## config.mk

```make
export PLATFORM = sky130hd
export DESIGN_NAME = tvbb_merge
export DESIGN_NICKNAME = d
export VERILOG_FILES = /design/src/rtl/core/tvbb_pkg.sv /design/src/rtl/core/tvbb_merge.sv
export SDC_FILE = /design/constraint.sdc
export NUM_CORES = 1
export LEC_CHECK = 0
export ABC_AREA = 1
export ABC_CLOCK_PERIOD_IN_PS = 31000
export BUFFER_PORTS_ARGS = -buffer_cell sky130_fd_sc_hd__buf_2
export CORE_AREA = 2 2 151 153
export CTS_CLUSTER_DIAMETER = 30
export CTS_CLUSTER_SIZE = 8
export DETAILED_ROUTE_END_ITERATION = 7
export DIE_AREA = 0 0 153 155
export SYNTH_ARGS = -nofsm -noshare
export SYNTH_HDL_FRONTEND = slang
export SYNTH_SLANG_ARGS = --single-unit
export TNS_END_PERCENT = 1
```

## constraint.sdc

```tcl
create_clock -name clock -period 31 [get_ports clock]
set_input_delay 1.55 -clock clock [delete_from_list [all_inputs] [get_ports clock]]
set_output_delay 1.55 -clock clock [all_outputs]
set_load 0.02 [all_outputs]
```

## src/rtl/core/tvbb_pkg.sv

```systemverilog
// shared types and constants for the transformed vertex bounding box
// no dependencies; used by tvbb_lane, tvbb_merge and the top level

package tvbb_pkg;

   // opcode of a request
   localparam logic OP_LOAD   = 1'b0;
   localparam logic OP_VERTEX = 1'b1;

   // one lane per output axis
   localparam int NUM_AXES = 3;
   localparam int ROW_W    = 2;

   // per-cycle stage enables, bounds update enable and seed flag, shared by all lanes
   typedef struct packed {
      logic en1;
      logic en2;
      logic en3;
      logic en4;
      logic upd;
      logic seed;
   } lane_ctl_type;

endpackage

```

## src/rtl/core/tvbb_merge.sv

```systemverilog
// merge stage: gathers the three lanes' bounds into the response register
// depends on tvbb_pkg

module tvbb_merge #(
   parameter int COORD_WIDTH = 32
) (
   input  logic                          clock,
   input  logic                          reset,
   input  logic                          in_valid,
   output logic                          in_ready,
   input  logic signed [COORD_WIDTH-1:0] lo_in [tvbb_pkg::NUM_AXES],
   input  logic signed [COORD_WIDTH-1:0] hi_in [tvbb_pkg::NUM_AXES],
   output logic                          rsp_valid,
   input  logic                          rsp_ready,
   output logic signed [COORD_WIDTH-1:0] rsp_min_x,
   output logic signed [COORD_WIDTH-1:0] rsp_min_y,
   output logic signed [COORD_WIDTH-1:0] rsp_min_z,
   output logic signed [COORD_WIDTH-1:0] rsp_max_x,
   output logic signed [COORD_WIDTH-1:0] rsp_max_y,
   output logic signed [COORD_WIDTH-1:0] rsp_max_z
);

   logic                          valid_ff;
   logic signed [COORD_WIDTH-1:0] min_ff [tvbb_pkg::NUM_AXES];
   logic signed [COORD_WIDTH-1:0] max_ff [tvbb_pkg::NUM_AXES];

   assign in_ready = !valid_ff || rsp_ready;

   always_ff @(posedge clock) begin
      if (reset) begin
         valid_ff <= 1'b0;
      end else if (in_ready) begin
         valid_ff <= in_valid;
      end
   end

   always_ff @(posedge clock) begin
      if (in_valid && in_ready) begin
         for (int j = 0; j < tvbb_pkg::NUM_AXES; j++) begin
            min_ff[j] <= lo_in[j];
            max_ff[j] <= hi_in[j];
         end
      end
   end

   assign rsp_valid = valid_ff;
   assign rsp_min_x = min_ff[0];
   assign rsp_min_y = min_ff[1];
   assign rsp_min_z = min_ff[2];
   assign rsp_max_x = max_ff[0];
   assign rsp_max_y = max_ff[1];
   assign rsp_max_z = max_ff[2];

endmodule

```

# Word-level counts from Yosys, hierarchy flattened
# Memory sizes are Yosys's and may differ from the RTL's.
# Cells that the tools add are included.
classes:
  muxes: 2
  reduce_logical: 3
op_table:
  columns: ["cell", "n"]
  rows:
  - ["$mux W1", 2]
  - ["$logic_and A1 B1 Y1", 1]
  - ["$logic_not A1 Y1", 1]
  - ["$logic_or A1 B1 Y1", 1]
totals:
  output_inout_bits: 194
  ramBits: 192
  reg_bits: 1
  word_cells: 8
  inputBits: 196
  mem_count: 2
mem_list:
  columns: ["memory", "depth", "word_bits", "rd", "rd_ports_with_merged_regs", "write_ports", "line_no", "text"]
  rows:
  - ["max_ff", 3, 32, 3, 0, 3, "tvbb_merge.sv:25", "logic signed [COORD_WIDTH-1:0] max_ff [tvbb_pkg::NUM_AXES];"]
  - ["min_ff", 3, 32, 3, 0, 3, "tvbb_merge.sv:24", "logic signed [COORD_WIDTH-1:0] min_ff [tvbb_pkg::NUM_AXES];"]

# Depth between registers and ports, before layout
# Gate-level depths: netlist of run 1.
depth:
  depth_word: 5
  ltp_mapped: 3

# Worst setup path after synthesis of run 1
# No wires, ideal clock.
synth_path:
  kind: "input -> register"
  start: "in in_valid"
  end: "mem max_ff[0][0], enable pin"
  n_path_buf: 0
  t_arrival_ns: 10.834
  cell_stages: 2
  path_slack_ns: 19.358
  cell_sequence: "inv_1 -> a21oi_1"
synth_rtl:
  columns: ["item", "line_no", "text"]
  rows:
  - ["from (decl)", "tvbb_merge.sv:9", "input logic in_valid,"]
  - ["to (decl)", "tvbb_merge.sv:25", null]

# Worst setup path in the final report of run 1
layout_path:
  start: "in rsp_ready"
  end: "out in_ready"
layout_between:
  elab_chain_cells: 1
layout_lines:
  columns: ["item", "line_no", "text"]
  rows:
  - ["from (decl)", "tvbb_merge.sv:14", "input logic rsp_ready,"]
  - ["$logic_or A1 B1 Y1", "tvbb_merge.sv:27", "assign in_ready = !valid_ff || rsp_ready;"]
  - ["to (decl)", "tvbb_merge.sv:10", "output logic in_ready,"]
# No other way between the ends.

==> results of run 1 <==
==> layout make-up <==
class	count	area share, %
clock inverter	14	1.47
sequential	193	66.5
inverter	2	0.0863
clock buffer	17	4.89
tap	285	4.10
multi-input combinational	3	0.359
timing repair buffer	390	22.6
antenna	1	0.0288
==> cells by family (layout without fill, tap and decap cells) <==
group | Yosys count | count (layout)
compound gates | 2 | 2
buf+inv | 2 | 423
flops | 193 | 193
other cells | 0 | 1
simple gates | 1 | 1
==> where the power goes <==
| part | leakage [uW] | switching (uW) | internal [uW] | total [uW] |
|---|---|---|---|---|
| Clock | 0.000272 | 99.7 | 106 | 205 |
| Sequential | 0.00187 | 3.64 | 305 | 309 |
| Combinational | 0.00156 | 34.7 | 18.4 | 53.1 |
| Total | 0.00369 | 138 | 429 | 567 |
==> cell usage in the layout (no fill, tap or decap) <==
cell type and instances:
clkinv_4 5, inv_6 3, clkbuf_16 17, a21oi_4 1, clkinv_8 1, dfxtp_1 1
buf_12 1, inv_2 1, inv_8 3, edfxtp_1 192, diode_2 1, nand2_2 1
a21oi_2 1, inv_1 1, clkinv_1 2, buf_2 389
==> layer usage <==
layer,vias to the layer above,global-route usage (%)
li1,1621,-
met1,1653,12.9
met2,223,20.8
met3,13,5.77
met4,4,4.23
met5,-,0
==> stage by stage <==
step / instances / util (%) / hold WS, ns / setup slack, ns
global route: 904 / 39.1 / 0.562 / 27.47
floorplan: 198 / - / 0.640 / 19.36
global placement: 873 / 36.7 / 0.521 / 27.50
finish: 905 / 39.2 / 0.534 / 27.50
detailed placement: 873 / 36.7 / 0.525 / 27.50
CTS: 904 / 39.1 / 0.539 / 27.50
==> critical path, cell delays in order <==
cell     delay, ns
buf_2         0.10
inv_2         0.07
nand2_2       0.06
buf_2         0.17
==> sequential cells by signal (all words and copies together), names as in the netlist <==
name	count
min_ff	96
max_ff	96
rsp_valid	1
==> worst max-delay path by stage <==
| stage | endpoint | slack (ns) | cells after the start |
|---|---|---|---|
| finish | in_ready | 27.50 | 4 |
| floorplan | max_ff[0][0] | 19.36 | 2 |
| global placement | in_ready | 27.50 | 4 |
| CTS | in_ready | 27.50 | 4 |
| global route | in_ready | 27.47 | 4 |
| detailed placement | in_ready | 27.50 | 4 |
==> flow_summary.json, run 1 <==
{
  "min_from": "rsp_valid",
  "hold_class": "reg2reg",
  "initial_core_util_pct": 26.2,
  "power_density_mw_per_mm2": 65.2,
  "r2r_setup_slack_ns": 29.16,
  "die_y_um": 155,
  "n_fill_cell": 2115,
  "synth_top_family_by_area": "compound AO/OA/AOI/OAI gates",
  "end_kind": "primary output",
  "setup_viol": 0,
  "postCtsHoldBufs": 0,
  "antenna_found_initial": 4,
  "drtPass1Iterations": 4,
  "wl_met3_um": 1500,
  "r2r-start": "rsp_valid",
  "worstMarginPinSlew_ns": 1.07,
  "rows": 55,
  "crit_path_start_kind": "input port",
  "yosys.area_share.simple_pct": 0.108,
  "drv_slew": 0,
  "outcome": "finished clean",
  "gp_congestion": 0.732,
  "design.core.area_mm2": 0.0222,
  "r2r-end": "max_ff[0][65]",
  "finalPower_uw": 567,
  "maxCapViolCount": 0,
  "muxShareOfSynthArea_pct": 0,
  "holdPathStages": 2,
  "syn_nets": 394,
  "routedWlPerCell_um": 16.4,
  "r2r_cells": 2,
  "cts_tree": "done",
  "track_usage_pct": 12.0,
  "hold_violations": 0,
  "async_flop_share_pct": 0,
  "clock_skew_ns": 0.00625,
  "hpwl_um": 11200,
  "crit_type": "in2out",
  "slew_headroom_pct": 28.7,
  "routed_wl_um": 14900,
  "multi_input_area_um2": 31.3,
  "crit_start": "rsp_ready",
  "cts_buffer_depth": 2,
  "post-route-period-util_pct": 11.3,
  "yosysTopAreaCell": "edfxtp_1",
  "syn_to_final_growth_pct": 49.7,
  "grt_max_degree": 193,
  "rsz0062_at_grt": "false",
  "register_area_mm2": 0.00579,
  "timing.fmax_mhz": 286,
  "ys_seq_area_share_pct": 99.5,
  "dpl_cell_area_mm2": 0.00815,
  "fin_setup_tns_ns": 0,
  "fin_nets": 803,
  "ant_nets": 0,
  "leakagePower_uw": 0.00369,
  "worst_ep_arrival_time_ns": 1.95,
  "vias_per_cell": 3.88,
  "grt_pass1_wl_um": 20900,
  "dieArea_mm2": 0.0237,
  "synth_area_leaders": "edfxtp_1 (99%), dfxtp_1 (0.34%), a21oi_2 (0.15%)",
  "overflow": 0,
  "yosysMostFrequentCell": "edfxtp_1",
  "postCtsSetupRepairBufs": 0,
  "port_buffers": 389,
  "finalCriticalPeriod_ns": 3.50,
  "met2_wirelength_um": 7830,
  "synth-adder-area-share_pct": 0,
  "synth_edf_count": 192,
  "synth-xor-area-share_pct": 0,
  "critical_path.max_fanout": 2,
  "layout-drive-gt1-share_pct": 68.3,
  "final_cell_area_mm2": 0.00870,
  "synth_cells": 198,
  "ioPinCount": 390,
  "drt_iter0_markers": 166,
  "post_cts_resized": 0,
  "cts_buffers": 17,
  "grt_pass1_vias": 3613,
  "m1WireLength_um": 5340,
  "highest_layer": "met5",
  "clock_sinks": 193,
  "cts_max_level": 4,
  "synth_area_mm2": 0.00581,
  "vias": 3514,
  "synth_compound_area_share_pct": 0.237,
  "path_clk_slew_ns": 0.07,
  "synthFlopType": "edfxtp_1",
  "postSynthAreaPerCell_um2": 29.4,
  "die_x_um": 153,
  "synth_top_area_share_pct": 99.2,
  "synth-seq-cells": 193,
  "vdd_drop_max_uv": 30.9,
  "cp_data_required_time_ns": 29.45,
  "ys.warnings.count": 0,
  "hold_path_end": "rsp_valid",
  "drc_errors": 0,
  "clock_latency_ns": 0.42,
  "ys_types": 7,
  "cts_root_buf": "clkbuf_16"
}
Power figures use the tool's default switching activity.
==> run 2: changes to the inputs <==
- ABC_CLOCK_PERIOD_IN_PS: 31000 -> 3090
- clock period: 31 -> 3.09 ns (I/O delays scaled with it)
==> run 2 against run 1 <==
  * The flow now stops in clock tree synthesis (4_1_cts)
  * Area after synthesis did not move
  * Synthesized cell count stayed put
==> flow_summary.json, run 2 <==
{
  "postCtsHoldBufs": 182,
  "synth_cells": 198,
  "yosysTopAreaCell": "edfxtp_1",
  "postCtsSetupRepairBufs": 0,
  "ys_types": 7,
  "initial_core_util_pct": 26.2,
  "post_cts_resized": 0,
  "yosysMostFrequentCell": "edfxtp_1",
  "postSynthAreaPerCell_um2": 29.4,
  "stop_stage": "clock tree synthesis (4_1_cts)",
  "rows": 55,
  "firstError": "[ERROR RSZ-0060] Max buffer count reached.",
  "outcome": "stopped before the end",
  "async_flop_share_pct": 0,
  "ys.warnings.count": 0,
  "post-place-ws_ns": 1.63,
  "synth-seq-cells": 193,
  "cts_buffer_depth": 2,
  "ioPinCount": 390,
  "gp_congestion": 0.735,
  "hpwl_um": 10700,
  "synth_area_leaders": "edfxtp_1 (99%), dfxtp_1 (0.34%), a21oi_2 (0.15%)",
  "die_y_um": 155,
  "die_x_um": 153,
  "cts_max_level": 4,
  "cts_buffers": 17,
  "clock_sinks": 193,
  "synth_edf_count": 192,
  "synth_area_mm2": 0.00581,
  "synthFlopType": "edfxtp_1",
  "syn_nets": 394,
  "synth_top_area_share_pct": 99.2,
  "ys_seq_area_share_pct": 99.5,
  "port_buffers": 389,
  "cts_root_buf": "clkbuf_16",
  "place_inst": 874
}
-- run 2: stage by stage --
step / instance area (um2) / utilization (%) / setup TNS, ns
after detailed placement: 8170 / 36.7 / 0
after global placement: 8170 / 36.7 / 0
after floorplan: 5820 / - / -181.37
-- run 2: cells by family after synthesis --
family                 share of synthesized area [%]
DFF                                             99.5
and+or+nand+nor                                0.108
AOI/OAI and AO/OA                              0.237
buffers and inverters                          0.129
==> run 3: changes to the inputs <==
- ABC_CLOCK_PERIOD_IN_PS: 3090 -> 4000
- CORE_AREA: 2 2 151 153 -> unset
- CORE_MARGIN: unset -> 2
- CORE_UTILIZATION: unset -> 20
- CTS_CLUSTER_DIAMETER: 30 -> unset
- CTS_CLUSTER_SIZE: 8 -> unset
- DIE_AREA: 0 0 153 155 -> unset
- PLACE_DENSITY_LB_ADDON: unset -> 0.15
- clock period: 3.09 -> 4 ns (I/O delays scaled with it)
==> run 3 against run 2 <==
  * The run now ends clean
==> flow_summary.json, run 3 (synthesis results as in run 1) <==
{
  "outcome": "finished clean",
  "die_x_um": 174,
  "die_y_um": 174,
  "drc_errors": 0,
  "ant_nets": 0,
  "cts_buffers": 17,
  "clock_sinks": 193,
  "min_from": "rsp_ready",
  "grt_pass1_vias": 4832,
  "hold_class": "in2reg",
  "grt_max_degree": 59,
  "slew_headroom_pct": 33.9,
  "path_clk_slew_ns": 0.08,
  "track_usage_pct": 11.1,
  "met2_wirelength_um": 9370,
  "cpPeakStageDelay_ns": 0.79,
  "grt_pass1_wl_um": 25800,
  "initial_core_util_pct": 20.3,
  "vias": 4279,
  "hpwl_um": 12400,
  "worst_ep_arrival_time_ns": 2.05,
  "r2r_setup_slack_ns": 2.05,
  "fin_nets": 1003,
  "vdd_drop_max_uv": 256,
  "r2r_cells": 2,
  "post-route-period-util_pct": 48.8,
  "rows": 62,
  "highest_layer": "met4",
  "leakagePower_uw": 0.00456,
  "holdPathStages": 4,
  "critical_path.max_fanout": 26,
  "setup_viol": 0,
  "fin_setup_tns_ns": 0,
  "crit_path_top_delay_cell": "a21oi_4",
  "layout-drive-gt1-share_pct": 52.7,
  "antenna_found_initial": 0,
  "hold_path_end": "rsp_valid",
  "crit_chain": "a21oi_4, buf_4",
  "worstMarginPinSlew_ns": 0.989,
  "crit_type": "reg2reg",
  "drv_slew": 0,
  "timing.fmax_mhz": 512,
  "gp_congestion": 0.762,
  "finalCriticalPeriod_ns": 1.95,
  "r2r-start": "rsp_valid",
  "drtPass1Iterations": 4,
  "clock_skew_ns": 0.00855,
  "layout_commonest_cell": "buf_2",
  "design.core.area_mm2": 0.0286,
  "finalCoreUtilization_pct": 37.9,
  "clock_latency_ns": 0.42,
  "port_buffers": 389,
  "overflow": 0,
  "crit_path_start_kind": "register",
  "end_kind": "register",
  "m1WireLength_um": 6250,
  "drt_iter0_markers": 141,
  "routedWlPerCell_um": 14.4,
  "r2r-end": "min_ff[0][26]",
  "power_density_mw_per_mm2": 433,
  "hold_violations": 0,
  "cp_data_required_time_ns": 4.09,
  "cts_buffer_depth": 2,
  "layout_common_cells": "buf_2 (389), dlygate4sd3_1 (193), edfxtp_1 (192)",
  "post_cts_resized": 0,
  "cts_max_level": 4,
  "vias_per_cell": 3.55,
  "wl_met3_um": 1450,
  "ioPinCount": 390,
  "rsz0062_at_grt": "false",
  "dieArea_mm2": 0.0304,
  "syn_to_final_growth_pct": 86.9,
  "maxCapViolCount": 0,
  "cts_tree": "done",
  "antenna_cells": 0,
  "cts_root_buf": "clkbuf_16",
  "routed_wl_um": 17300
}
==> run 3: timing repair <==
item,4_1_cts,5_1_grt
hold endpoints to repair,193,0
hold buffers,193,0
buffers inserted,0,0
==> run 3: worst max-delay path by stage <==
stage	end	start	slack (ns)	cells after the start
after floorplan	max_ff[0][0]	rsp_valid	-0.03	1
after global placement	min_ff[0][83]	rsp_valid	2.05	2
after detailed placement	max_ff[0][7]	rsp_valid	2.00	2
after CTS	min_ff[0][26]	rsp_valid	1.98	2
after global routing	min_ff[0][18]	rsp_valid	1.89	2
final	min_ff[0][26]	rsp_valid	2.05	2
==> run 3: area by class of cell <==
cell class | instances | area [um2]
Fill cell | 2711 | 17800
Sequential cell | 193 | 5790
Timing Repair Buffer | 590 | 3960
Tap cell | 384 | 480
Clock buffer | 17 | 425
Clock inverter | 15 | 169
Multi-Input combinational cell | 3 | 31.3
Inverter | 2 | 7.51
==> run 3: metal layers <==
| layer | vias up | track usage (%) |
|---|---|---|
| li1 | 2020 | - |
| met1 | 2038 | 11.3 |
| met2 | 208 | 20.9 |
| met3 | 13 | 4.13 |
| met4 | 0 | 3.54 |
| met5 | - | 0 |
==> run 3: where the power goes <==
group | internal [uW] | leakage [uW] | switching [uW]
registers | 2360 | 0.00187 | 29.8
clock network | 897 | 0.000294 | 837
logic | 273 | 0.00240 | 302
total | 3530 | 0.00456 | 1170
==> run 3: critical path, delay by kind of cell (launching register included) <==
family | cells | cell delay, ns
buffers and inverters | 1 | 0.45
AO/OA/AOI/OAI | 1 | 0.79
flip-flops | 1 | 0.36
==> run 3: per-stage QoR <==
step | cells | total power, uW | worst slack [ns] | area, um2 | hold WS, ns
floorplan | 198 | 2640 | -0.0347 | 5820 | 0.262
detailed placement | 979 | 2870 | 2.00 | 8340 | 0.369
global placement | 979 | 2870 | 2.05 | 8340 | 0.365
finish | 1204 | 4700 | 2.05 | 10900 | 0.0953
global route | 1204 | 4900 | 1.89 | 10900 | 0.0855
CTS | 1204 | 4780 | 1.98 | 10900 | 0.0407
==> run 4: changes to the inputs <==
- ABC_CLOCK_PERIOD_IN_PS: 4000 -> 1800
- clock period: 4 -> 1.8 ns (I/O delays scaled with it)
==> run 4 against run 3 <==
  * Clock power rose by 110%
  * Count of clock-buffer cells in the layout rose by 2
  * Routed wire length rose by 0.28%
  * Total power rose by 120%
  * Combinational power rose by 120%
  * Die area did not move
  * Sequential share of layout area barely moved
  * Critical endpoint is now min_ff[0][1]
  * Largest power group unchanged
==> flow_summary.json, run 4 (synthesis results as in run 1) <==
{
  "outcome": "finished clean",
  "n_fill_cell": 2734,
  "cts_buffer_depth": 2,
  "cts_buffers": 17,
  "finalCriticalPeriod_ns": 1.48,
  "initial_core_util_pct": 20.3,
  "drc_errors": 0,
  "setup_viol": 0,
  "post-place-ws_ns": 0.312,
  "track_usage_pct": 11.0,
  "dieArea_mm2": 0.0304,
  "grt_max_degree": 72,
  "final_cell_area_mm2": 0.0109,
  "path_clk_slew_ns": 0.07,
  "crit_chain": "a21oi_4, buf_12, buf_4",
  "vdd_drop_max_uv": 477,
  "grt_pass1_vias": 4747,
  "critical_path.max_fanout": 32,
  "end_kind": "register",
  "vias_per_cell": 3.56,
  "routedWlPerCell_um": 14.4,
  "cts_root_buf": "clkbuf_16",
  "cpLargestDelayFamily": "buffers and inverters",
  "port_buffers": 389,
  "drtPass1Iterations": 4,
  "hold-worst-slack_ns": 0.291,
  "timing.fmax_mhz": 674,
  "antenna_found_initial": 0,
  "ioPinCount": 390,
  "crit_path_start_kind": "register",
  "hpwl_um": 12300,
  "postCtsSetupRepairBufs": 0,
  "hold_class": "in2reg",
  "postCtsHoldBufs": 194,
  "cts_tree": "done",
  "rsz0062_at_grt": "false",
  "dpl_cell_area_mm2": 0.00836,
  "gp_congestion": 0.795,
  "clock_latency_ns": 0.42,
  "power_density_mw_per_mm2": 937,
  "die_y_um": 174,
  "ant_nets": 0,
  "grt_pass1_wl_um": 25400,
  "overflow": 0,
  "hold_violations": 0,
  "post-route-period-util_pct": 82.4,
  "crit_type": "reg2reg",
  "layout_commonest_cell": "buf_2",
  "cp_data_required_time_ns": 1.90,
  "routed_wl_um": 17400,
  "clock_skew_ns": 0.0108,
  "worstMarginPinSlew_ns": 0.396,
  "rows": 62,
  "layout_common_cells": "buf_2 (389), dlygate4sd3_1 (194), edfxtp_1 (192)",
  "post_cts_resized": 0,
  "drv_slew": 0,
  "clock_sinks": 193,
  "setup_slack_ns": 0.317,
  "leakagePower_uw": 0.00455,
  "design.core.area_mm2": 0.0286,
  "slew_headroom_pct": 73.6,
  "antenna_cells": 0,
  "drt_iter0_markers": 130,
  "die_x_um": 174,
  "vias": 4294,
  "worst_ep_arrival_time_ns": 1.58,
  "maxCapViolCount": 0,
  "cpPeakStageDelay_ns": 0.36,
  "layout-drive-gt1-share_pct": 52.4,
  "fin_nets": 1004,
  "cts_max_level": 4,
  "syn_to_final_growth_pct": 86.8,
  "critical_path_buf_inv_count": 2,
  "crit_path_top_delay_cell": "dfxtp_1"
}
-- run 4: cell types whose count changed in the layout (fill, tap and decap cells not counted), sizes merged --
cell / previous run / this run
bufinv: 1 / 0
clkbuf: 17 / 19
clkinv: 5 / 8
dlygate4sd3: 193 / 194
inv: 11 / 7
-- run 4: through the flow --
step	setup TNS [ns]	cells	power (uW)	util (%)
after CTS	0	1205	10400	37.9
final	0	1205	10200	37.9
after floorplan	-429.05	198	5870	-
after global routing	0	1205	10600	37.9
after detailed placement	0	979	6390	29.2
after global placement	0	979	6390	29.2
-- run 4: layout make-up --
| cell class | instances | area, um2 | share of cell area (%) |
|---|---|---|---|
| clock buffers | 19 | 433 | 3.99 |
| clock inverters | 13 | 121 | 1.12 |
| inverters | 2 | 7.51 | 0.0691 |
| multi-input cells | 3 | 31.3 | 0.288 |
| flip-flops and latches | 193 | 5790 | 53.3 |
| well taps | 384 | 480 | 4.42 |
| repair buffers | 591 | 4000 | 36.8 |
-- run 4: worst paths after layout --
| path | startpoint | endpoint | slack (ns) | cells past startpoint |
|---|---|---|---|---|
| setup / recovery | rsp_valid | min_ff[0][1] | 0.32 | 3 |
| hold / removal | rsp_ready | min_ff[0][90] | 0.29 | 4 |
| setup reg to reg | rsp_valid | min_ff[0][1] | 0.32 | 3 |
| hold reg to reg | rsp_valid | min_ff[0][90] | 0.88 | 2 |
-- run 4: worst min-delay path, delay by kind of cell --
| family | cells | cell delay (ns) |
|---|---|---|
| AOI/OAI and AO/OA | 1 | 0.07 |
| buffers and inverters | 3 | 0.34 |
-- run 4: layer usage --
| layer | track usage (%) | share of wire, % |
|---|---|---|
| met1 | 11.5 | 36 |
| met2 | 20.4 | 54 |
| met3 | 3.98 | 8.1 |
| met4 | 3.71 | 1.7 |
| met5 | 0 | 0 |
-- run 4: power by group --
group / switching (uW) / leakage, uW / internal [uW]
combinational: 674 / 0.00241 / 616
clock: 1740 / 0.000271 / 1830
sequential: 66.9 / 0.00187 / 5250
total: 2480 / 0.00455 / 7690
